$ cat src/design/min_heap_ready_queue_assert.svh
// Assertion macros for the min-heap ready queue.
// Depends on nothing; included by the modules that check their own logic.
`ifndef MIN_HEAP_READY_QUEUE_ASSERT_SVH
`define MIN_HEAP_READY_QUEUE_ASSERT_SVH
// check that an antecedent implies a consequent in the same cycle
`define MHRQ_ASSERT_IMP(label, clk, rst_n, a, c) \
	label: assert property (@(posedge clk) disable iff (!rst_n) (a) |-> (c)) \
		else $error("assertion failed");
// check that an antecedent implies a consequent in the next cycle
`define MHRQ_ASSERT_NXT(label, clk, rst_n, a, c) \
	label: assert property (@(posedge clk) disable iff (!rst_n) (a) |=> (c)) \
		else $error("assertion failed");
`endif

$ cat src/design/mhrq_pkg.sv
// Shared types and constants for the min-heap ready queue.
// Depends on nothing.
package mhrq_pkg;
	localparam int HEAP_DEPTH = 64;
	localparam int TAG_BITS   = 16;
	localparam int PRIO_BITS  = 8;
	localparam int ADDR_BITS  = $clog2(HEAP_DEPTH);
	localparam int CNT_BITS   = $clog2(HEAP_DEPTH + 1);
	localparam int ENTRY_BITS = TAG_BITS + PRIO_BITS;

	typedef enum logic [1:0] {
		CMD_PUSH    = 2'd0,
		CMD_POP     = 2'd1,
		CMD_PREEMPT = 2'd2,
		CMD_NONE    = 2'd3
	} cmd_t;

	typedef struct packed {
		logic [TAG_BITS-1:0]  tag;
		logic [PRIO_BITS-1:0] prio;
	} entry_t;

	typedef struct packed {
		logic                 found;
		logic [TAG_BITS-1:0]  tag;
		logic [PRIO_BITS-1:0] prio;
		logic                 dropped;
		logic [CNT_BITS-1:0]  total;
	} result_t;
endpackage

$ cat src/design/mhrq_ram.sv
// Generic single-port-write, single-port-read RAM with a registered read.
// Depends on nothing.
module mhrq_ram #(
	parameter int WIDTH = 8,
	parameter int DEPTH = 16
) (
	input  logic                     clk,
	input  logic                     we,
	input  logic [$clog2(DEPTH)-1:0] waddr,
	input  logic [WIDTH-1:0]         wdata,
	input  logic [$clog2(DEPTH)-1:0] raddr,
	output logic [WIDTH-1:0]         rdata
);
	logic [WIDTH-1:0] mem [DEPTH];

	always_ff @(posedge clk) begin
		if (we) begin
			mem[waddr] <= wdata;
		end
		rdata <= mem[raddr];
	end
endmodule

$ cat src/design/mhrq_engine.sv
// Heap sequencer: push, pop and preempt check over the entry RAM.
// Depends on mhrq_pkg, mhrq_ram and min_heap_ready_queue_assert.svh.
`include "min_heap_ready_queue_assert.svh"
module mhrq_engine (
	input  logic                     clk,
	input  logic                     arst_n,
	input  logic                     start,
	input  mhrq_pkg::cmd_t           cmd,
	input  mhrq_pkg::entry_t         in_entry,
	input  logic [mhrq_pkg::PRIO_BITS-1:0] cur_prio,
	output logic                     busy,
	output logic                     done,
	output mhrq_pkg::result_t        result
);
	typedef enum logic [3:0] {
		ST_IDLE, ST_UP_RD, ST_UP_CMP, ST_POP_RD0, ST_POP_RDL, ST_POP_GO,
		ST_DN_RDL, ST_DN_RDR, ST_DN_CMP, ST_DONE
	} state_t;

	localparam int AB = mhrq_pkg::ADDR_BITS;
	localparam int CB = mhrq_pkg::CNT_BITS;

	state_t                state_q;
	logic [CB-1:0]         count_q;
	logic [AB-1:0]         pos_q;
	mhrq_pkg::entry_t      cur_q;
	mhrq_pkg::entry_t      left_q;
	mhrq_pkg::entry_t      ret_q;
	logic                  is_preempt_q;
	logic                  popped_q;
	logic                  found_q;
	logic                  dropped_q;
	logic [mhrq_pkg::PRIO_BITS-1:0] curp_q;

	logic                  we;
	logic [AB-1:0]         waddr;
	logic [AB-1:0]         raddr;
	mhrq_pkg::entry_t      wdata;
	mhrq_pkg::entry_t      rdata;
	logic [mhrq_pkg::ENTRY_BITS-1:0] rbits;

	logic [CB:0]           lchild;
	logic [CB:0]           rchild;
	logic [AB-1:0]         parent;

	assign rdata  = mhrq_pkg::entry_t'(rbits);
	assign parent = AB'((pos_q - AB'(1)) >> 1);
	assign lchild = {1'b0, CB'(pos_q)} * (CB+1)'(2) + (CB+1)'(1);
	assign rchild = lchild + (CB+1)'(1);

	mhrq_ram #(.WIDTH(mhrq_pkg::ENTRY_BITS), .DEPTH(mhrq_pkg::HEAP_DEPTH)) u_ram (
		.clk   (clk),
		.we    (we),
		.waddr (waddr),
		.wdata (wdata),
		.raddr (raddr),
		.rdata (rbits)
	);

	always_comb begin
		we    = 1'b0;
		waddr = pos_q;
		wdata = cur_q;
		raddr = pos_q;
		case (state_q)
			ST_UP_RD:   raddr = parent;
			ST_UP_CMP: begin
				we = 1'b1;
				if (pos_q != '0 && rdata.prio > cur_q.prio) begin
					wdata = rdata;
				end
			end
			ST_POP_RD0: raddr = '0;
			ST_POP_RDL: raddr = AB'(count_q - CB'(1));
			ST_DN_RDL:  raddr = AB'(lchild);
			ST_DN_RDR:  raddr = AB'(rchild);
			ST_DN_CMP: begin
				we = 1'b1;
				if (lchild < (CB+1)'(count_q) && left_q.prio < cur_q.prio &&
						!(rchild < (CB+1)'(count_q) && rdata.prio < left_q.prio)) begin
					wdata = left_q;
				end else if (rchild < (CB+1)'(count_q) && rdata.prio < cur_q.prio &&
						rdata.prio < left_q.prio) begin
					wdata = rdata;
				end else if (rchild < (CB+1)'(count_q) && rdata.prio < cur_q.prio &&
						!(lchild < (CB+1)'(count_q) && left_q.prio < cur_q.prio)) begin
					wdata = rdata;
				end
			end
			default: ;
		endcase
	end

	always_ff @(posedge clk or negedge arst_n) begin
		if (!arst_n) begin
			state_q      <= ST_IDLE;
			count_q      <= '0;
			done         <= 1'b0;
			found_q      <= 1'b0;
			dropped_q    <= 1'b0;
			is_preempt_q <= 1'b0;
			popped_q     <= 1'b0;
		end else begin
			done <= 1'b0;
			case (state_q)
				ST_IDLE: begin
					if (start) begin
						found_q      <= 1'b0;
						dropped_q    <= 1'b0;
						popped_q     <= 1'b0;
						ret_q        <= '0;
						curp_q       <= cur_prio;
						is_preempt_q <= (cmd == mhrq_pkg::CMD_PREEMPT);
						case (cmd)
							mhrq_pkg::CMD_PUSH: begin
								if (count_q >= CB'(mhrq_pkg::HEAP_DEPTH)) begin
									dropped_q <= 1'b1;
									state_q   <= ST_DONE;
								end else begin
									cur_q   <= in_entry;
									pos_q   <= AB'(count_q);
									count_q <= count_q + CB'(1);
									state_q <= ST_UP_RD;
								end
							end
							mhrq_pkg::CMD_POP, mhrq_pkg::CMD_PREEMPT: begin
								state_q <= (count_q == '0) ? ST_DONE : ST_POP_RD0;
							end
							default: state_q <= ST_DONE;
						endcase
					end
				end
				ST_UP_RD: state_q <= ST_UP_CMP;
				ST_UP_CMP: begin
					if (pos_q != '0 && rdata.prio > cur_q.prio) begin
						pos_q   <= parent;
						state_q <= ST_UP_RD;
					end else begin
						state_q <= ST_DONE;
					end
				end
				ST_POP_RD0: state_q <= ST_POP_RDL;
				ST_POP_RDL: begin
					ret_q    <= rdata;
					popped_q <= 1'b1;
					count_q  <= count_q - CB'(1);
					state_q  <= ST_POP_GO;
				end
				ST_POP_GO: begin
					cur_q <= rdata;
					pos_q <= '0;
					if (count_q == '0) begin
						state_q <= ST_DONE;
					end else begin
						state_q <= ST_DN_RDL;
					end
				end
				ST_DN_RDL: state_q <= ST_DN_RDR;
				ST_DN_RDR: begin
					left_q  <= rdata;
					state_q <= ST_DN_CMP;
				end
				ST_DN_CMP: begin
					if (lchild < (CB+1)'(count_q) && left_q.prio < cur_q.prio &&
							!(rchild < (CB+1)'(count_q) && rdata.prio < left_q.prio)) begin
						pos_q   <= AB'(lchild);
						state_q <= ST_DN_RDL;
					end else if (rchild < (CB+1)'(count_q) && rdata.prio < cur_q.prio) begin
						pos_q   <= AB'(rchild);
						state_q <= ST_DN_RDL;
					end else begin
						state_q <= ST_DONE;
					end
				end
				ST_DONE: begin
					if (is_preempt_q && popped_q && ret_q.prio >= curp_q) begin
						is_preempt_q <= 1'b0;
						popped_q     <= 1'b0;
						cur_q        <= ret_q;
						ret_q        <= '0;
						pos_q        <= AB'(count_q);
						count_q      <= count_q + CB'(1);
						state_q      <= ST_UP_RD;
					end else begin
						found_q <= popped_q;
						done    <= 1'b1;
						state_q <= ST_IDLE;
					end
				end
				default: state_q <= ST_IDLE;
			endcase
		end
	end

	assign busy           = (state_q != ST_IDLE);
	assign result.found   = found_q;
	assign result.tag     = found_q ? ret_q.tag : '0;
	assign result.prio    = found_q ? ret_q.prio : '0;
	assign result.dropped = dropped_q;
	assign result.total   = count_q;

	`MHRQ_ASSERT_IMP(a_cnt_range, clk, arst_n, 1'b1, count_q <= CB'(mhrq_pkg::HEAP_DEPTH))
	`MHRQ_ASSERT_IMP(a_drop_full, clk, arst_n, done && dropped_q, !found_q)
	`MHRQ_ASSERT_NXT(a_done_idle, clk, arst_n, done, !busy || start)
endmodule

$ cat src/design/min_heap_ready_queue.sv
// Top level of the min-heap ready queue: stream ports and result register.
// Depends on mhrq_pkg and mhrq_engine.
// One beat in gives one beat out, and no new beat is taken while a result
// waits. A push moves the new entry up the heap level by level (read the
// parent, compare); a pop or a winning preempt check reads the root and the
// last entry, then moves it down level by level (read both children, compare);
// a losing preempt check then pushes the popped entry back. The result goes
// through the output register. The heap holds 64 entries.
`include "min_heap_ready_queue_assert.svh"
module min_heap_ready_queue (
	input  logic        clk,
	input  logic        arst_n,
	input  logic        s_tvalid,
	output logic        s_tready,
	input  logic [7:0]  s_tuser,   // command[1:0]
	input  logic [31:0] s_tdata,   // proc_tag[15:0], proc_priority[23:16], current_priority[31:24]
	output logic        m_tvalid,
	input  logic        m_tready,
	output logic [39:0] m_tdata    // found[0], out_tag[16:1], out_priority[24:17],
	                               // dropped_full[25], entry_total[32:26]
);
	logic                 busy;
	logic                 done;
	logic                 start;
	mhrq_pkg::result_t    res;
	mhrq_pkg::entry_t     ent;

	assign s_tready = !busy && !m_tvalid && !done;
	assign start    = s_tvalid && s_tready;
	assign ent.tag  = s_tdata[15:0];
	assign ent.prio = s_tdata[23:16];

	mhrq_engine u_engine (
		.clk      (clk),
		.arst_n   (arst_n),
		.start    (start),
		.cmd      (mhrq_pkg::cmd_t'(s_tuser[1:0])),
		.in_entry (ent),
		.cur_prio (s_tdata[31:24]),
		.busy     (busy),
		.done     (done),
		.result   (res)
	);

	always_ff @(posedge clk or negedge arst_n) begin
		if (!arst_n) begin
			m_tvalid <= 1'b0;
		end else if (done) begin
			m_tvalid <= 1'b1;
		end else if (m_tready) begin
			m_tvalid <= 1'b0;
		end
	end

	always_ff @(posedge clk) begin
		if (done) begin
			m_tdata <= {7'd0, res.total, res.dropped, res.prio, res.tag, res.found};
		end
	end

	`MHRQ_ASSERT_IMP(a_no_start_pend, clk, arst_n, m_tvalid, !start)
	`MHRQ_ASSERT_NXT(a_done_valid, clk, arst_n, done, m_tvalid)
	`MHRQ_ASSERT_IMP(a_done_free, clk, arst_n, done, !m_tvalid)
endmodule
$ cat config.mk
export PLATFORM = sky130hd
export DESIGN_NAME = min_heap_ready_queue
export DESIGN_NICKNAME = d
export VERILOG_FILES = /design/src/design/mhrq_pkg.sv /design/src/design/mhrq_ram.sv /design/src/design/mhrq_engine.sv /design/src/design/min_heap_ready_queue.sv
export VERILOG_INCLUDE_DIRS = /design/src /design/src/design
export SDC_FILE = /design/constraint.sdc
export NUM_CORES = 2
export LEC_CHECK = 0
export ABC_AREA = 0
export CAP_MARGIN = 10
export CORE_MARGIN = 2
export CORE_UTILIZATION = 60
export CTS_BUF_LIST = sky130_fd_sc_hd__clkbuf_8
export CTS_CLUSTER_DIAMETER = 150
export DETAILED_ROUTE_END_ITERATION = 10
export DONT_BUFFER_PORTS = 1
export PLACE_DENSITY = 0.81
export SETUP_SLACK_MARGIN = 0.4
export SYNTH_ARGS = -nofsm -noshare
export SYNTH_HDL_FRONTEND = slang
export SYNTH_SLANG_ARGS = --single-unit
$ cat constraint.sdc
create_clock -name clk -period 7.2 [get_ports clk]
set_input_delay 0.36 -clock clk [delete_from_list [all_inputs] [get_ports clk]]
set_output_delay 0.36 -clock clk [all_outputs]
set_load 0.02 [all_outputs]
==> results.md <==
* Status: finished, final reports clean
* IO Port Bufs at 0
* Final Hold Vio Count at 0
* Max VDD drop at 563 uV
* Die area at 117000 sq um
* Grt ovf at 0
* Area grow syn2layout at 10.3%
* Post-synthesis sequential area ratio at 0.739
* Share of cells above drive strength 1 at 0.120
* YS warnings at 0
* Post-DP HPWL at just under 100 mm
* Antenna violations before repair at 12
* Hold crit path type: input pin to flop
* Fillers at between 7000 and 8000
* DR pass1 iterations at 7
* Pleak at ~0.026 uW
* Vias at approximately 44000
* Most frequent CP cell: ha_1
* Slew headroom at 0.174
* Clock transition at path regs at 0.07 ns
* Via/cell ratio at 6.54
* Hold slack at 0.0922 ns
* CP Max Fanout at 36
* WP data required at between 7 and 8 ns
* DRC violations left at 0
* Min Tclk post-route at between 5 and 6 ns
* Largest net degree at the start of global routing at 168
* CP Capture Type: flop
* Chip width at between 300 and 400 um
* Clock buffer depth at 3
* Clk sinks at 1696
* CTS H-tree depth at 4
* Layout Cells excl Fill at 6729
* Syn_area_per_cell at roughly 14 sq um
* Setup TNS at 0 ns
* CP max-delay cell: o21ai_4
* Register bit total from synthesis at between 1500 and 2000
* CORE AREA at about 110000 sq um
* Max-Cap Viols at 0
* I/O pins at between 80 and 90
* Setup violations, final at 0
* Max Clk Rate at about 180 MHz
* Setup Crit Path Kind: flop to flop
* RSZ-0062 raised after global routing: no
* Fin crit share at 0.785
* Slowest stage delay, CP at ~0.9 ns
* Initial core utilization at 0.607
* Critical path launch point type: flop
* Die height at 342 um
* Num CTS Buffers at 237
* Synthesized instance count at between 4000 and 5000
* First-pass GRT wire length at ~260 mm
* Cell Area, Synth at around 70000 sq um
* GR Util All Layers at 0.300
* Cell row count at 123
* Crit-path cells: inv_1, ha_1, ha_1, o21a_1, o21ai_0, a21oi_1, nor3_1, nand2_1, nor2_2, mux2i_1, o21ai_4, buf_4
* EDFF count, synth at 1655
* Initial DRC Count at slightly below 7000
* RD Place Congestion at 0.895
* Clock Skew at between 0.03 and 0.04 ns
* Fin util at 0.670
* TritonCTS clock tree: done
* Pwr Density at 453 nW/um^2
* DRT antenna net count at 0
* Post-synth cell types at 78
* Max-slew violations at 0
* Share of flip-flops with an asynchronous set or reset at 0.0100
* Routed wire length per instance at 26.3 um
* Clock root buffer: clkbuf_8
* Final net count at between 5000 and 6000
* PostCTS Resize Cnt at 0
* CP Data Arrival Time at 6.29 ns
* Clock latency at the later pin of the worst-skew pair at 0.91 ns
* Placed cell count at 6257
* Vias in the first global route at ~43000
* Routed WL at approximately 180 mm
* Top FF cell, synth: edfxtp_1
* Worst Tran Pin Value at between 1 and 1.5 ns
## metrics by stage
step                instance area (sq um)  power (uW)  setup slack [ns]
finish                              75600       34300              1.55
global route                        75600       35500              1.26
CTS                                 75500       33900              1.71
detailed placement                  70800       27000              1.77
global placement                    70800       26600              1.89
floorplan                           68500       22100             0.650
## registers in the layout, indices dropped and copies added (netlist names), 4 cells and up
name                  flops
m_tdata                  33
u_engine.curp_q           8
u_engine.state_q          4
u_engine.count_q          7
u_engine.ret_q           24
u_engine.u_ram.rdata     24
u_engine.u_ram.mem     1536
u_engine.pos_q            6
u_engine.left_q          24
u_engine.cur_q           24
## cells in the mapped netlist, types with 11 or more instances
cell,n,area share
nor2b_1,11,0.0010
mux2i_1,100,0.015
edfxtp_1,1655,0.73
a22oi_1,51,0.0056
nor3_1,22,0.0016
a21o_1,13,0.0014
inv_1,39,0.0021
mux4_2,54,0.018
xnor2_1,13,0.0017
o22ai_1,29,0.0026
o2111ai_1,35,0.0045
a31oi_1,142,0.013
or3_1,26,0.0024
o21ai_0,59,0.0043
ha_1,51,0.0093
nand2b_1,14,0.0013
and3_1,121,0.011
buf_1,22,0.0012
dfrtp_1,17,0.0062
nor2_1,93,0.0051
a21oi_1,125,0.0091
buf_2,100,0.0073
a222oi_1,14,0.0020
clkbuf_1,176,0.0096
nand3_1,550,0.040
a32oi_1,27,0.0035
dfxtp_1,24,0.0070
buf_4,17,0.0019
nand2_1,1117,0.061
and2_1,27,0.0025
o211ai_1,26,0.0028
nand4_1,32,0.0029
## power by group
part           leakage (uW)  total (uW)  internal (uW)  switching, uW
clock               0.00246        6890           3350           3540
sequential           0.0153       12700          12300            415
combinational       0.00801       14700           4190          10500
## layout by cell type, fill, tap and decap left out, drive strengths merged, types with 11 or more instances in the layout
cell / n
nand2: 1117
nand4: 32
a21oi: 125
a21o: 13
clkbuf: 248
o211ai: 26
mux4: 54
and3: 121
dfxtp: 24
xnor2: 13
nor2b: 11
buf: 147
ha: 51
nand2b: 14
dlygate4sd3: 40
a31oi: 142
nand3: 550
edfxtp: 1655
or3: 27
dfrtp: 17
nor2: 93
mux2i: 100
o2111ai: 45
clkinv: 91
nor3: 22
inv: 113
o21ai: 60
o22ai: 29
and2: 28
a22oi: 51
a32oi: 27
a222oi: 14
## path summary, 6_finish.rpt
kind | start | slack [ns] | cells after the start | end
max in group asynchronous | arst_n | 6.08 | 2 | m_tvalid
worst max register to register | u_engine.pos_q[1] | 1.55 | 12 | u_engine.u_ram.mem[50][6]
worst min-delay path | s_tdata[26] | 0.09 | 1 | u_engine.curp_q[2]
worst max-delay path | u_engine.pos_q[1] | 1.55 | 12 | u_engine.u_ram.mem[50][6]
min in group asynchronous | arst_n | 0.57 | 2 | u_engine.is_preempt_q
worst min register to register | u_engine.dropped_q | 0.44 | 0 | m_tdata[25]
## per-layer routing
metal / track usage / part of all wire
met5: 0 / 0.00036
met2: 0.463 / 0.46
met1: 0.401 / 0.35
met4: 0.166 / 0.058
met3: 0.0667 / 0.13
## logic make-up after synthesis
logic type      after synthesis  share of synthesized area
mux                         155                     0.0325
fa+ha+maj                    51                    0.00931
buf+inv                     361                     0.0233
flops                      1696                      0.739
simple gates               2046                      0.133
compound gates              599                     0.0605
xor+xnor                     19                    0.00243
other cells                   1                  0.0000547
## area by class of cell
cell class / instances / area [sq um] / share of cell area
Antenna cell: 2 / 5.00 / 0.0000662
Clock buffer: 248 / 3410 / 0.0452
Clock inverter: 180 / 916 / 0.0121
Inverter: 39 / 146 / 0.00194
Multi-Input combinational cell: 2877 / 16900 / 0.224
Sequential cell: 1696 / 50600 / 0.670
Tap cell: 1500 / 1880 / 0.0248
Timing Repair Buffer: 187 / 1720 / 0.0227
## worst max-delay path, delay by kind of cell, from the launching register on
family | cells | cell delay [ns]
adder cells (fa/ha/maj) | 2 | 0.78
flip-flops | 1 | 0.79
AND/OR/NAND/NOR | 3 | 1.44
multiplexers | 1 | 0.25
buffers and inverters | 2 | 0.86
AO/OA/AOI/OAI | 4 | 1.23
## timing repair
action                                 in CTS  in global routing
hold buffers                               40                  0
endpoints found under the hold margin      94                  0
buffers inserted                            0                  0
(Power assumes the default switching activity.)
